### src/rtl/swhc_pkg.sv
// ----------------------------------------------------------------------------
// swhc_pkg
// Shared types and constants for the sliding window health check.
// ----------------------------------------------------------------------------
package swhc_pkg;

    // fixed field widths
    localparam int LAT_W      = 32;
    localparam int CFG_W      = 7;
    localparam int CNT_W      = 7;
    localparam int HIST_OUT_W = 64;

    // defaults for the top level parameters
    localparam int DEF_HISTORY_LEN = 64;
    localparam int DEF_MAX_RATE    = 4;

    // register reset values
    localparam logic [CFG_W-1:0] RST_WINDOW_SIZE    = 7'd8;
    localparam logic [CFG_W-1:0] RST_PASS_THRESHOLD = 7'd3;

    // counting unit takes this many history bits per cycle
    localparam int CHUNK_W = 8;

    // configuration register indexes
    typedef enum logic {
        REG_WINDOW_SIZE    = 1'b0,
        REG_PASS_THRESHOLD = 1'b1
    } t_cfg_reg;

    // health transition codes
    typedef enum logic [1:0] {
        TR_STILL_HEALTHY = 2'd0,
        TR_BACK_HEALTHY  = 2'd1,
        TR_WENT_SICK     = 2'd2,
        TR_STILL_SICK    = 2'd3
    } t_transition;

    // sequencer states
    typedef enum logic [1:0] {
        ST_IDLE,
        ST_RUN,
        ST_DONE
    } t_state;

endpackage

### src/rtl/swhc_if.sv
// ----------------------------------------------------------------------------
// swhc_if
// Valid/ready channels of the health check: probe words, result words and
// configuration writes.
// ----------------------------------------------------------------------------

// probe word channel
interface swhc_in_if;
    import swhc_pkg::*;
    logic             valid;
    logic             ready;
    logic             probe_passed;
    logic [LAT_W-1:0] latency_us;

    modport source (output valid, probe_passed, latency_us, input ready);
    modport sink   (input valid, probe_passed, latency_us, output ready);
endinterface

// result word channel
interface swhc_out_if;
    import swhc_pkg::*;
    logic                  valid;
    logic                  ready;
    logic                  is_healthy;
    logic [1:0]            transition;
    logic [CNT_W-1:0]      pass_count;
    logic [LAT_W-1:0]      average_latency_us;
    logic [HIST_OUT_W-1:0] pass_history;

    modport source (output valid, is_healthy, transition, pass_count,
                    average_latency_us, pass_history, input ready);
    modport sink   (input valid, is_healthy, transition, pass_count,
                    average_latency_us, pass_history, output ready);
endinterface

// configuration write channel
interface swhc_cfg_if;
    import swhc_pkg::*;
    logic             valid;
    logic             ready;
    logic             index;
    logic [CFG_W-1:0] data;

    modport source (output valid, index, data, input ready);
    modport sink   (input valid, index, data, output ready);
endinterface

### src/rtl/swhc_div.sv
// ----------------------------------------------------------------------------
// swhc_div
// Iterative restoring divider, one quotient bit per cycle. Divides the
// latency difference magnitude by the small rate counter.
// ----------------------------------------------------------------------------
module swhc_div #(
    parameter int DIVISOR_W = 3
) (
    input  logic                       i_clk,
    input  logic                       i_rst_n,
    input  logic                       i_start,
    input  logic [swhc_pkg::LAT_W-1:0] i_dividend,
    input  logic [DIVISOR_W-1:0]       i_divisor,
    output logic [swhc_pkg::LAT_W-1:0] o_quotient,
    output logic                       o_busy
);
    import swhc_pkg::*;

    localparam int STEP_W = $clog2(LAT_W);
    localparam logic [STEP_W-1:0] LAST_STEP = STEP_W'(LAT_W - 1);

    logic                 r_busy;
    logic [STEP_W-1:0]    r_step;
    logic [LAT_W-1:0]     r_quo;
    logic [DIVISOR_W-1:0] r_rem;
    logic [DIVISOR_W-1:0] r_div;

    logic [DIVISOR_W:0]   trial;
    logic                 fits;
    logic [DIVISOR_W-1:0] n_rem;

    // one restoring step: bring down the next dividend bit and try a subtract
    always_comb begin
        trial = {r_rem, r_quo[LAT_W-1]};
        fits  = trial >= {1'b0, r_div};
        if (fits) begin
            n_rem = DIVISOR_W'(trial - {1'b0, r_div});
        end else begin
            n_rem = trial[DIVISOR_W-1:0];
        end
    end

    // control
    always_ff @(posedge i_clk) begin
        if (!i_rst_n) begin
            r_busy <= 1'b0;
            r_step <= '0;
        end else if (i_start) begin
            r_busy <= 1'b1;
            r_step <= '0;
        end else if (r_busy) begin
            r_step <= r_step + 1'b1;
            if (r_step == LAST_STEP) begin
                r_busy <= 1'b0;
            end
        end
    end

    // datapath
    always_ff @(posedge i_clk) begin
        if (i_start) begin
            r_quo <= i_dividend;
            r_rem <= '0;
            r_div <= i_divisor;
        end else if (r_busy) begin
            r_quo <= {r_quo[LAT_W-2:0], fits};
            r_rem <= n_rem;
        end
    end

    assign o_quotient = r_quo;
    assign o_busy     = r_busy;

    // start always launches a run
    a_start_busy: assert property (@(posedge i_clk) disable iff (!i_rst_n)
        i_start |=> r_busy)
        else $error("divider did not start");

    // run ends after the last quotient bit
    a_last_step: assert property (@(posedge i_clk) disable iff (!i_rst_n)
        r_busy && !i_start && r_step == LAST_STEP |=> !r_busy)
        else $error("divider overran its step count");

    // partial remainder stays below a nonzero divisor
    a_rem_range: assert property (@(posedge i_clk) disable iff (!i_rst_n)
        r_busy && r_div != '0 |-> r_rem < r_div)
        else $error("divider remainder out of range");

endmodule

### src/rtl/swhc_popcnt.sv
// ----------------------------------------------------------------------------
// swhc_popcnt
// Counts the set bits among the newest window entries of the history,
// one byte of history per cycle.
// ----------------------------------------------------------------------------
module swhc_popcnt #(
    parameter int HISTORY_LEN = 64
) (
    input  logic                       i_clk,
    input  logic                       i_rst_n,
    input  logic                       i_start,
    input  logic [HISTORY_LEN-1:0]     i_history,
    input  logic [swhc_pkg::CFG_W-1:0] i_window,
    output logic [swhc_pkg::CNT_W-1:0] o_count,
    output logic                       o_busy
);
    import swhc_pkg::*;

    localparam int NCHUNK = (HISTORY_LEN + CHUNK_W - 1) / CHUNK_W;
    localparam int PAD_W  = NCHUNK * CHUNK_W;
    localparam int IDX_W  = (NCHUNK > 1) ? $clog2(NCHUNK) : 1;
    localparam logic [IDX_W-1:0] LAST_IDX = IDX_W'(NCHUNK - 1);

    logic               r_busy;
    logic [IDX_W-1:0]   r_idx;
    logic [PAD_W-1:0]   r_hist;
    logic [CFG_W-1:0]   r_win;
    logic [CNT_W-1:0]   r_base;
    logic [CNT_W-1:0]   r_count;

    logic [CNT_W-1:0]   chunk_sum;

    // masked count of the low byte of the shifting history
    always_comb begin
        chunk_sum = '0;
        for (int j = 0; j < CHUNK_W; j++) begin
            if (r_hist[j] && ((r_base + CNT_W'(j)) < r_win)) begin
                chunk_sum = chunk_sum + 1'b1;
            end
        end
    end

    // control
    always_ff @(posedge i_clk) begin
        if (!i_rst_n) begin
            r_busy <= 1'b0;
            r_idx  <= '0;
        end else if (i_start) begin
            r_busy <= 1'b1;
            r_idx  <= '0;
        end else if (r_busy) begin
            r_idx <= r_idx + 1'b1;
            if (r_idx == LAST_IDX) begin
                r_busy <= 1'b0;
            end
        end
    end

    // datapath
    always_ff @(posedge i_clk) begin
        if (i_start) begin
            r_hist  <= PAD_W'(i_history);
            r_win   <= i_window;
            r_base  <= '0;
            r_count <= '0;
        end else if (r_busy) begin
            r_hist  <= r_hist >> CHUNK_W;
            r_base  <= r_base + CNT_W'(CHUNK_W);
            r_count <= r_count + chunk_sum;
        end
    end

    assign o_count = r_count;
    assign o_busy  = r_busy;

    // start always launches a run
    a_start_busy: assert property (@(posedge i_clk) disable iff (!i_rst_n)
        i_start |=> r_busy)
        else $error("counter did not start");

    // count never exceeds the bits already scanned
    a_count_bound: assert property (@(posedge i_clk) disable iff (!i_rst_n)
        r_busy |-> r_count <= r_base)
        else $error("pass count exceeds scanned bits");

    // run ends after the last byte
    a_last_chunk: assert property (@(posedge i_clk) disable iff (!i_rst_n)
        r_busy && !i_start && r_idx == LAST_IDX |=> !r_busy)
        else $error("counter overran its byte count");

endmodule

### src/rtl/sliding_window_health_check.sv
// ----------------------------------------------------------------------------
// sliding_window_health_check
// K-of-N sliding window health check with a running latency average.
// ----------------------------------------------------------------------------
// Each probe word is taken only while the block is idle. The block then
// waits for the one-bit-per-cycle divider that moves the latency average
// and loads the result word into the output register once that register
// is free. The pass count runs alongside on a one-byte-per-cycle counter
// and finishes earlier. A new probe word may be taken while the previous
// result still waits in the output register. Configuration writes are
// always ready and must only be issued while no probe is in flight.
module sliding_window_health_check #(
    parameter int HISTORY_LEN = swhc_pkg::DEF_HISTORY_LEN,
    parameter int MAX_RATE    = swhc_pkg::DEF_MAX_RATE
) (
    input  logic        i_clk,
    input  logic        i_rst_n,
    swhc_in_if.sink     i_in,
    swhc_out_if.source  o_res,
    swhc_cfg_if.sink    i_cfg
);
    import swhc_pkg::*;

    localparam int RATE_W = $clog2(MAX_RATE + 1);
    localparam logic [RATE_W-1:0] RATE_MAX = RATE_W'(MAX_RATE);

    // configuration registers
    logic [CFG_W-1:0] r_window_size;
    logic [CFG_W-1:0] r_pass_threshold;

    // block state
    t_state                 r_state;
    t_state                 n_state;
    logic [HISTORY_LEN-1:0] r_hist;
    logic [RATE_W-1:0]      r_rate;
    logic [RATE_W-1:0]      n_rate;
    logic [LAT_W-1:0]       r_avg;
    logic [LAT_W-1:0]       n_avg;
    logic                   r_healthy;
    logic                   r_passed;
    logic                   r_neg;

    // output register
    logic                   r_out_valid;
    logic                   r_o_healthy;
    t_transition            r_o_trans;
    logic [CNT_W-1:0]       r_o_count;
    logic [LAT_W-1:0]       r_o_avg;
    logic [HIST_OUT_W-1:0]  r_o_hist;

    // sequencer outputs and unit links
    logic                   in_ready;
    logic                   accept;
    logic                   load;
    logic                   lat_ge;
    logic [LAT_W-1:0]       diff_mag;
    logic [HISTORY_LEN-1:0] n_hist;
    logic [LAT_W-1:0]       quotient;
    logic                   div_busy;
    logic [CNT_W-1:0]       count;
    logic                   cnt_busy;
    logic                   now_healthy;
    t_transition            trans;

    // configuration writes
    assign i_cfg.ready = 1'b1;

    always_ff @(posedge i_clk) begin
        if (!i_rst_n) begin
            r_window_size    <= RST_WINDOW_SIZE;
            r_pass_threshold <= RST_PASS_THRESHOLD;
        end else if (i_cfg.valid) begin
            unique case (t_cfg_reg'(i_cfg.index))
                REG_WINDOW_SIZE:    r_window_size    <= i_cfg.data;
                REG_PASS_THRESHOLD: r_pass_threshold <= i_cfg.data;
                default:            ;
            endcase
        end
    end

    // next state
    always_comb begin
        n_state = r_state;
        unique case (r_state)
            ST_IDLE: if (i_in.valid) n_state = ST_RUN;
            ST_RUN:  if (!div_busy && !cnt_busy) n_state = ST_DONE;
            ST_DONE: if (!r_out_valid || o_res.ready) n_state = ST_IDLE;
            default: n_state = ST_IDLE;
        endcase
    end

    // sequencer outputs
    always_comb begin
        in_ready = 1'b0;
        load     = 1'b0;
        unique case (r_state)
            ST_IDLE: in_ready = 1'b1;
            ST_RUN:  ;
            ST_DONE: load = !r_out_valid || o_res.ready;
            default: ;
        endcase
    end

    assign i_in.ready = in_ready;
    assign accept     = in_ready && i_in.valid;

    // history shift and rate update for the incoming word
    assign n_hist = {r_hist[HISTORY_LEN-2:0], i_in.probe_passed};
    assign n_rate = (i_in.probe_passed && r_rate < RATE_MAX) ? r_rate + 1'b1 : r_rate;

    // magnitude and sign of latency minus average
    assign lat_ge   = i_in.latency_us >= r_avg;
    assign diff_mag = lat_ge ? i_in.latency_us - r_avg : r_avg - i_in.latency_us;

    // divider and pass counter units
    swhc_div #(
        .DIVISOR_W (RATE_W)
    ) u_div (
        .i_clk      (i_clk),
        .i_rst_n    (i_rst_n),
        .i_start    (accept),
        .i_dividend (diff_mag),
        .i_divisor  (n_rate),
        .o_quotient (quotient),
        .o_busy     (div_busy)
    );

    swhc_popcnt #(
        .HISTORY_LEN (HISTORY_LEN)
    ) u_popcnt (
        .i_clk     (i_clk),
        .i_rst_n   (i_rst_n),
        .i_start   (accept),
        .i_history (n_hist),
        .i_window  (r_window_size),
        .o_count   (count),
        .o_busy    (cnt_busy)
    );

    // final result arithmetic
    always_comb begin
        n_avg       = r_neg ? r_avg - quotient : r_avg + quotient;
        now_healthy = count >= r_pass_threshold;
        if (now_healthy) begin
            trans = r_healthy ? TR_STILL_HEALTHY : TR_BACK_HEALTHY;
        end else begin
            trans = r_healthy ? TR_WENT_SICK : TR_STILL_SICK;
        end
    end

    // control state
    always_ff @(posedge i_clk) begin
        if (!i_rst_n) begin
            r_state     <= ST_IDLE;
            r_hist      <= '0;
            r_rate      <= '0;
            r_avg       <= '0;
            r_healthy   <= 1'b1;
            r_out_valid <= 1'b0;
        end else begin
            r_state <= n_state;
            if (accept) begin
                r_hist <= n_hist;
                r_rate <= n_rate;
            end
            if (load) begin
                r_healthy <= now_healthy;
                if (r_passed) begin
                    r_avg <= n_avg;
                end
            end
            if (load) begin
                r_out_valid <= 1'b1;
            end else if (o_res.ready) begin
                r_out_valid <= 1'b0;
            end
        end
    end

    // per-word payload
    always_ff @(posedge i_clk) begin
        if (accept) begin
            r_passed <= i_in.probe_passed;
            r_neg    <= !lat_ge;
        end
        if (load) begin
            r_o_healthy <= now_healthy;
            r_o_trans   <= trans;
            r_o_count   <= count;
            r_o_avg     <= r_passed ? n_avg : r_avg;
            r_o_hist    <= HIST_OUT_W'(r_hist);
        end
    end

    assign o_res.valid              = r_out_valid;
    assign o_res.is_healthy         = r_o_healthy;
    assign o_res.transition         = r_o_trans;
    assign o_res.pass_count         = r_o_count;
    assign o_res.average_latency_us = r_o_avg;
    assign o_res.pass_history       = r_o_hist;

    // rate counter saturates
    a_rate_sat: assert property (@(posedge i_clk) disable iff (!i_rst_n)
        r_rate <= RATE_MAX)
        else $error("rate counter above its limit");

    // a passing word always divides by a nonzero rate
    a_rate_nonzero: assert property (@(posedge i_clk) disable iff (!i_rst_n)
        r_state == ST_DONE && r_passed |-> r_rate != '0)
        else $error("average update with zero rate");

    // a taken word blocks further input until its result is loaded
    a_one_word: assert property (@(posedge i_clk) disable iff (!i_rst_n)
        accept |=> !i_in.ready && r_state == ST_RUN)
        else $error("input taken while a word is in flight");

    // units are idle whenever a result is loaded
    a_units_done: assert property (@(posedge i_clk) disable iff (!i_rst_n)
        load |-> !div_busy && !cnt_busy)
        else $error("result loaded before units finished");

endmodule
### src/flat_wrapper.sv
// flat-port wrapper written by rule: the top's interface ports become plain ports
module sliding_window_health_check_flat import swhc_pkg::*;
#(
    parameter int HISTORY_LEN = swhc_pkg::DEF_HISTORY_LEN,
    parameter int MAX_RATE    = swhc_pkg::DEF_MAX_RATE
)
  (i_clk, i_rst_n, i_in_valid, i_in_probe_passed, i_in_latency_us, i_in_ready, o_res_valid, o_res_is_healthy, o_res_transition, o_res_pass_count, o_res_average_latency_us, o_res_pass_history, o_res_ready, i_cfg_valid, i_cfg_index, i_cfg_data, i_cfg_ready);
  swhc_in_if i_in_i ();
  swhc_out_if o_res_i ();
  swhc_cfg_if i_cfg_i ();
  input  logic i_clk;
  input  logic i_rst_n;
  input wire logic [$bits(i_in_i.valid)-1:0] i_in_valid;
  input wire logic [$bits(i_in_i.probe_passed)-1:0] i_in_probe_passed;
  input wire logic [$bits(i_in_i.latency_us)-1:0] i_in_latency_us;
  output wire logic [$bits(i_in_i.ready)-1:0] i_in_ready;
  output wire logic [$bits(o_res_i.valid)-1:0] o_res_valid;
  output wire logic [$bits(o_res_i.is_healthy)-1:0] o_res_is_healthy;
  output wire logic [$bits(o_res_i.transition)-1:0] o_res_transition;
  output wire logic [$bits(o_res_i.pass_count)-1:0] o_res_pass_count;
  output wire logic [$bits(o_res_i.average_latency_us)-1:0] o_res_average_latency_us;
  output wire logic [$bits(o_res_i.pass_history)-1:0] o_res_pass_history;
  input wire logic [$bits(o_res_i.ready)-1:0] o_res_ready;
  input wire logic [$bits(i_cfg_i.valid)-1:0] i_cfg_valid;
  input wire logic [$bits(i_cfg_i.index)-1:0] i_cfg_index;
  input wire logic [$bits(i_cfg_i.data)-1:0] i_cfg_data;
  output wire logic [$bits(i_cfg_i.ready)-1:0] i_cfg_ready;
  assign i_in_i.valid = i_in_valid;
  assign i_in_i.probe_passed = i_in_probe_passed;
  assign i_in_i.latency_us = i_in_latency_us;
  assign i_in_ready = i_in_i.ready;
  assign o_res_valid = o_res_i.valid;
  assign o_res_is_healthy = o_res_i.is_healthy;
  assign o_res_transition = o_res_i.transition;
  assign o_res_pass_count = o_res_i.pass_count;
  assign o_res_average_latency_us = o_res_i.average_latency_us;
  assign o_res_pass_history = o_res_i.pass_history;
  assign o_res_i.ready = o_res_ready;
  assign i_cfg_i.valid = i_cfg_valid;
  assign i_cfg_i.index = i_cfg_index;
  assign i_cfg_i.data = i_cfg_data;
  assign i_cfg_ready = i_cfg_i.ready;
  sliding_window_health_check #(.HISTORY_LEN(HISTORY_LEN), .MAX_RATE(MAX_RATE)) u_core (.i_clk(i_clk), .i_rst_n(i_rst_n), .i_in(i_in_i), .o_res(o_res_i), .i_cfg(i_cfg_i));
endmodule
### config.mk
export PLATFORM = sky130hd
export DESIGN_NAME = sliding_window_health_check_flat
export DESIGN_NICKNAME = d
export VERILOG_FILES = /design/src/rtl/swhc_pkg.sv /design/src/rtl/swhc_if.sv /design/src/rtl/swhc_div.sv /design/src/rtl/swhc_popcnt.sv /design/src/rtl/sliding_window_health_check.sv /design/src/flat_wrapper.sv
export SDC_FILE = /design/constraint.sdc
export NUM_CORES = 1
export LEC_CHECK = 0
export BUFFER_PORTS_ARGS = -buffer_cell sky130_fd_sc_hd__buf_4
export CORE_MARGIN = 2
export CORE_UTILIZATION = 55
export DETAILED_ROUTE_END_ITERATION = 8
export HOLD_SLACK_MARGIN = 0.08
export MAX_ROUTING_LAYER = met4
export PLACE_DENSITY_LB_ADDON = 0.05
export SKIP_LAST_GASP = 1
export SYNTH_ARGS = -nofsm -noshare
export SYNTH_HDL_FRONTEND = slang
export SYNTH_SLANG_ARGS = --single-unit
### constraint.sdc
create_clock -name i_clk -period 8.2 [get_ports i_clk]
set_clock_uncertainty 0.1 [all_clocks]
set_input_delay 1.64 -clock i_clk [delete_from_list [all_inputs] [get_ports i_clk]]
set_output_delay 1.64 -clock i_clk [all_outputs]
set_load 0.005 [all_outputs]
Yosys cells after proc, flatten, opt, wreduce, memory -nomap -nowiden. Index checks and enable logic that the tools add are counted.

Register bits: 358. Logic and storage cells: 129. Output and inout port bits: 109.

Mux-type cells: 34. $add $sub $neg: 24. Magnitude comparators: 12. Reductions and logical operators: 24. Eq/ne operators: 7. Bitwise gates (word level): 2.

Operators with widths (number): 2-to-1 mux 32 bit (5); 2-to-1 mux 64 bit (2); subtractor 32 bit (3); adder 7 x 1 -> 7 bit, second input constant (8); < comparator 7 bit (8); 2-to-1 mux 7 bit (7); adder 32 bit (1); >= comparator 32 bit (1); adder 7 x 3 -> 7 bit, second input constant (4); adder 7 x 2 -> 7 bit, second input constant (2); 2-to-1 mux 1 bit (13); logical AND 1 bit (11); 2-to-1 mux 2 bit (4); adder 7 x 4 -> 7 bit, second input constant (1); adder 7 bit (1); >= comparator 7 bit (1); adder 3 x 1 -> 3 bit, second input constant (2); 2-to-1 mux 3 bit (2); one-hot mux 2 bit (3 select lines) (1); nonzero test 2 bit (3); adder 5 x 1 -> 5 bit, second input constant (1); == test 5 bit, second input constant (1); >= comparator 4 x 3 -> 1 bit (1); zero test 1 bit (4); other kinds (13) (16).

Depth between registers and ports, before layout.
Word-level depth: 18. Depth in mapped cells: 33. Mapped depth without buffers: 33.

Hierarchy. From an unflattened synthesis, not the netlist that was laid out.

Cells, all modules: 2022. Area, all modules: 20184.4 um^2.

By module, submodules not included: sliding_window_health_check (cells each 1551, times used 1, area an instance 13689.4 um^2, sequential area each 5585.4 um^2); swhc_popcnt (cells each 342, times used 1, area an instance 4543.1 um^2, sequential area each 2432.3 um^2); swhc_div (cells each 129, times used 1, area an instance 1951.9 um^2, sequential area each 1231.2 um^2).

Worst setup path before layout. Ideal clock, no wire load.

Path kind: reg-to-reg. From: reg u_core.u_popcnt.r_win[6]. To: reg u_core.u_popcnt.r_count[6], in the netlist u_core.u_popcnt.o_count[6]. Arrival time: 6506 ps. Data required time: 7973 ps. Slack: 1467 ps. Buffers on the path: 0. Cell stages (with the launch flop): 32. Cell sequence: edfxtp_1 > inv_1 > ha_1 > nand4_1 > or3_1 > or2_2 > and3_1 > ha_1 > nand2_1 > a21oi_1 > and3_2 > a211o_2 > inv_1 > ha_1 > mux2_2 > ha_1 > or2b_2 > o221ai_1 > inv_1 > ha_1 > nand2_1 > o21ai_0 > ha_1 > mux2_2 > fa_1 > a21o_1 > a21oi_1 > nor2b_1 > o21a_1 > o21ai_0 > xor2_1 > nor2_1.

Longest elaborated chain between the ends: 18. Elaborated cells between the ends (all ways): 32. Those cells by class: add/sub (8); order compare (8); mux (8); reduce/logical (8).

RTL lines: start: declaration (RTL line swhc_popcnt.sv:27) `logic [CFG_W-1:0] r_win;`; start signal: assignment (RTL line swhc_popcnt.sv:63) `r_win <= i_window;`; < comparator 7 bit (RTL line swhc_popcnt.sv:37) `if (r_hist[j] && ((r_base + CNT_W'(j)) < r_win)) begin`; logical AND 1 bit (RTL line swhc_popcnt.sv:37); 2-to-1 mux 1 bit (RTL line swhc_popcnt.sv:37); adder 7 x 1 -> 7 bit (RTL line swhc_popcnt.sv:38) `chunk_sum = chunk_sum + 1'b1;`; 2-to-1 mux 7 bit (RTL line swhc_popcnt.sv:37); adder 7 x 1 -> 7 bit (RTL line swhc_popcnt.sv:38); 2-to-1 mux 7 bit (RTL line swhc_popcnt.sv:37); adder 7 x 1 -> 7 bit (RTL line swhc_popcnt.sv:38); [... 2 more ...]; 2-to-1 mux 7 bit (RTL line swhc_popcnt.sv:37); adder 7 x 1 -> 7 bit (RTL line swhc_popcnt.sv:38); 2-to-1 mux 7 bit (RTL line swhc_popcnt.sv:37); adder 7 x 1 -> 7 bit (RTL line swhc_popcnt.sv:38); 2-to-1 mux 7 bit (RTL line swhc_popcnt.sv:37); adder 7 x 1 -> 7 bit (RTL line swhc_popcnt.sv:38); 2-to-1 mux 7 bit * (RTL line swhc_popcnt.sv:37); adder 7 bit * (RTL line swhc_popcnt.sv:69) `r_count <= r_count + chunk_sum;`; end signal: assignment (RTL line swhc_popcnt.sv:69); end: declaration (RTL line swhc_popcnt.sv:29) `logic [CNT_W-1:0] r_count;`.

Mark *: on every way between the ends. The rest lies on a longest branch, timed or not. A chain may end at the register's enable or synchronous reset.

Final worst setup path. Same ends and word-level chain as after synthesis.

==> flow_summary.toml <==
[run_status]
status = "completed"

[sta]
fin_crit_ns = 7.35
final.setup.tns_ns = 0
rsz0062_at_grt = "no"
finalHoldViolations = 0
slew_headroom_pct = 26.9
fmax_ghz = 0.136
drv_slew = 0
worst_pin_slew_ns = 1.10
setup_viol = 0
post-route-period-util_pct = 89.7

[floorplan]
coreArea_um2 = 35600
die_y_um = 194
die_w_um = 194
die-area_um2 = 37600
io_pins = 155
start_util_pct = 55.8
floorplan.rows = 69

[routing]
finalWirelength_mm = 49.5
first_pass_iters = 8
avgRoutedWirePerCell_um = 18.2
vias = 15777
drc = 0
drt_iter0_drc = 1245
ant_nets = 0
viasPerCell = 5.80

[critical_path]
reg2reg_slack_ns = 0.85
critical_path_arrival_ns = 7.66
crit_path_top_delay_cell = "fa_1"
cp_max_fo = 6
startpoint_type = "flip-flop"
setup.worst_path.end_class = "flip-flop"
cp-endpoint = "u_core.u_popcnt.o_count[6]"
setup.worst_path.start = "u_core.u_popcnt.r_win[6]"
timing.rr.end = "u_core.u_popcnt.o_count[6]"
reg2regPathDepth = 31
path_class = "flip-flop to flip-flop"
r2r-start = "u_core.u_popcnt.r_win[6]"
cp_data_required_time_ns = 8.51
slowest_delay_ns = 0.43
crit_path_frequent_cell = "ha_1"

[yosys]
ys_warn_count = 0
yosysSeqAreaShare_pct = 46.6
synth_cell_types = 85
synth_top_area_share_pct = 32.4
synthesis.nets = 2301
async_reset_ff_share_pct = 0
synth-seq-cells = 355
synth_edf_count = 214
syn_inst = 2119
avgSynthCellArea_um2 = 9.36
synth_top_cells_by_area = "edfxtp_1 (32%), dfxtp_1 (14%), ha_1 (8.3%)"
synth_flop_cell = "edfxtp_1"
syn_area_um2 = 19800
yosys.area.top_type = "edfxtp_1"

[cells_and_area]
nets = 2413
diodes = 0
final_common_cell = "nand2_1"
area_growth_pct = 14.0
final_util_pct = 63.6
layout-drive-gt1-share_pct = 12.2
mostFrequentLayoutCells = "nand2_1 (388), edfxtp_1 (214), a21oi_1 (211)"

[flow_run]
maxCapViolCount = 0

[global_routing]
grt_use_total_pct = 26.5
grt_pass1_vias = 14607
grt_max_degree = 101
antenna_found_initial = 0
grt_remaining_overflow = 0
grt_pass1_wl_mm = 78.3

[clock_tree]
clockRootBuffer = "clkbuf_16"
cts_resized = 0
clk_path_buf_depth = 3
cts_made_buffers = 38
clk_latency_ns = 0.55
ctsHoldBuffers = 0
post-cts-setup-buffer-count = 0
cts_sinks = 355
cts_tree = "yes"
htree_num_levels = 2
clk_pin_slew_ns = 0.06

[power_and_ir_drop]
power_density_nw_per_um2 = 236
leakage_nw = 9.32
ir_drop_mv = 0.240

[min_path]
holdCritPathClass = "flip-flop to flip-flop"

[placement]
dp_hpwl_mm = 36.1
gp_congestion = 0.995
io_buffers = 153
[power by group]
group / total (mW) / leakage [nW] / internal (mW) / switching [mW]
clock network: 1.82 / 0.657 / 1.08 / 0.736
registers: 2.20 / 3.16 / 2.08 / 0.114
logic: 1.33 / 5.50 / 0.547 / 0.785
total: 5.34 / 9.32 / 3.71 / 1.63
[flip-flops by register name, summed over array words and instances (netlist names), 2 cells and up]
signal,count
u_core.o_res.pass_history,64
u_core.r_hist,64
u_core.u_popcnt.r_hist,64
u_core.o_res.average_latency_us,32
u_core.r_avg,32
u_core.u_div.o_quotient,32
u_core.o_res.pass_count,7
u_core.r_pass_threshold,7
u_core.r_window_size,7
u_core.u_popcnt.o_count,7
u_core.u_popcnt.r_win,7
u_core.u_div.r_step,5
u_core.u_popcnt.r_base,4
u_core.r_rate,3
u_core.u_div.r_div,3
u_core.u_div.r_rem,3
u_core.u_popcnt.r_idx,3
u_core.o_res.transition,2
u_core.r_state,2
[how the worst min path moves through the flow]
stage | startpoint | end | slack [ns] | cells past startpoint
after global placement | u_core.r_window_size[6] | u_core.u_popcnt.r_win[6] | 0.32 | 0
after CTS | u_core.r_window_size[2] | u_core.u_popcnt.r_win[2] | 0.33 | 0
final | u_core.r_window_size[2] | u_core.u_popcnt.r_win[2] | 0.33 | 0
after floorplan | u_core.r_window_size[0] | u_core.u_popcnt.r_win[0] | 0.31 | 0
after detailed placement | u_core.r_window_size[2] | u_core.u_popcnt.r_win[2] | 0.32 | 0
after global routing | u_core.r_window_size[5] | u_core.u_popcnt.r_win[5] | 0.35 | 0
[routing by layer]
layer	vias to the layer above	wire (um)	part of all wire [%]	track usage, %
met4	0	969	2.0	6.40
met3	73	2650	5.3	2.71
li1	7763	-	-	-
met2	424	22200	45	40.1
met1	7517	23700	48	38.5
met5	-	0	0	-
[worst max-delay path, delay by kind of cell (launching register included)]
kind / cells / cell delay (ns)
adders and majority gates: 7 / 2.40
and+or+nand+nor: 10 / 1.91
AOI/OAI and AO/OA: 8 / 1.48
muxes: 2 / 0.57
DFF: 1 / 0.33
buffers and inverters: 3 / 0.26
xor gates and xnor gates: 1 / 0.18
[cell usage after synthesis (all sizes together) (7+ instances only)]
cell,number
o21bai,19
xnor2,65
dfxtp,141
buf,29
ha,131
o211ai,15
xor2,35
inv,127
nand4,30
nor2,104
nand2,391
and2,9
nor4,9
a221oi,7
nor3b,7
a21o,42
o21ai,126
a21boi,8
nor2b,15
a211oi,22
clkbuf,63
edfxtp,214
and3,16
nand2b,16
a21oi,211
mux2i,48
or3,14
o31ai,16
o21a,15
nor3,30
a31oi,11
nand3,36
or4,7
[area by class of cell]
type | instances | area, um^2
Fill cell | 3028 | 12900
Multi-Input combinational cell | 1542 | 9730
Sequential cell | 355 | 9250
Timing Repair Buffer | 164 | 1230
Clock buffer | 47 | 1040
Tap cell | 461 | 577
Inverter | 130 | 493
Clock inverter | 22 | 300
[through the flow]
step	total power [mW]	worst slack, ns	instances	hold WS, ns	area [um^2]
floorplan	3.21	1.47	2119	0.308	19800
global placement	3.51	1.15	2652	0.321	21300
detailed placement	3.55	0.889	2652	0.322	21300
CTS	5.37	0.882	2721	0.331	22600
global route	5.62	0.383	2721	0.349	22600
finish	5.34	0.849	2721	0.333	22600
[logic make-up after synthesis]
family	count (synthesis)	synth area share [%]
simple gates	707	16.1
compound gates	542	16.8
flops	355	46.6
buf+inv	222	4.41
fa+ha+maj	136	8.77
xor+xnor	101	4.53
mux	54	2.76
other cells	2	0.0379
(Power assumes the default switching activity.)
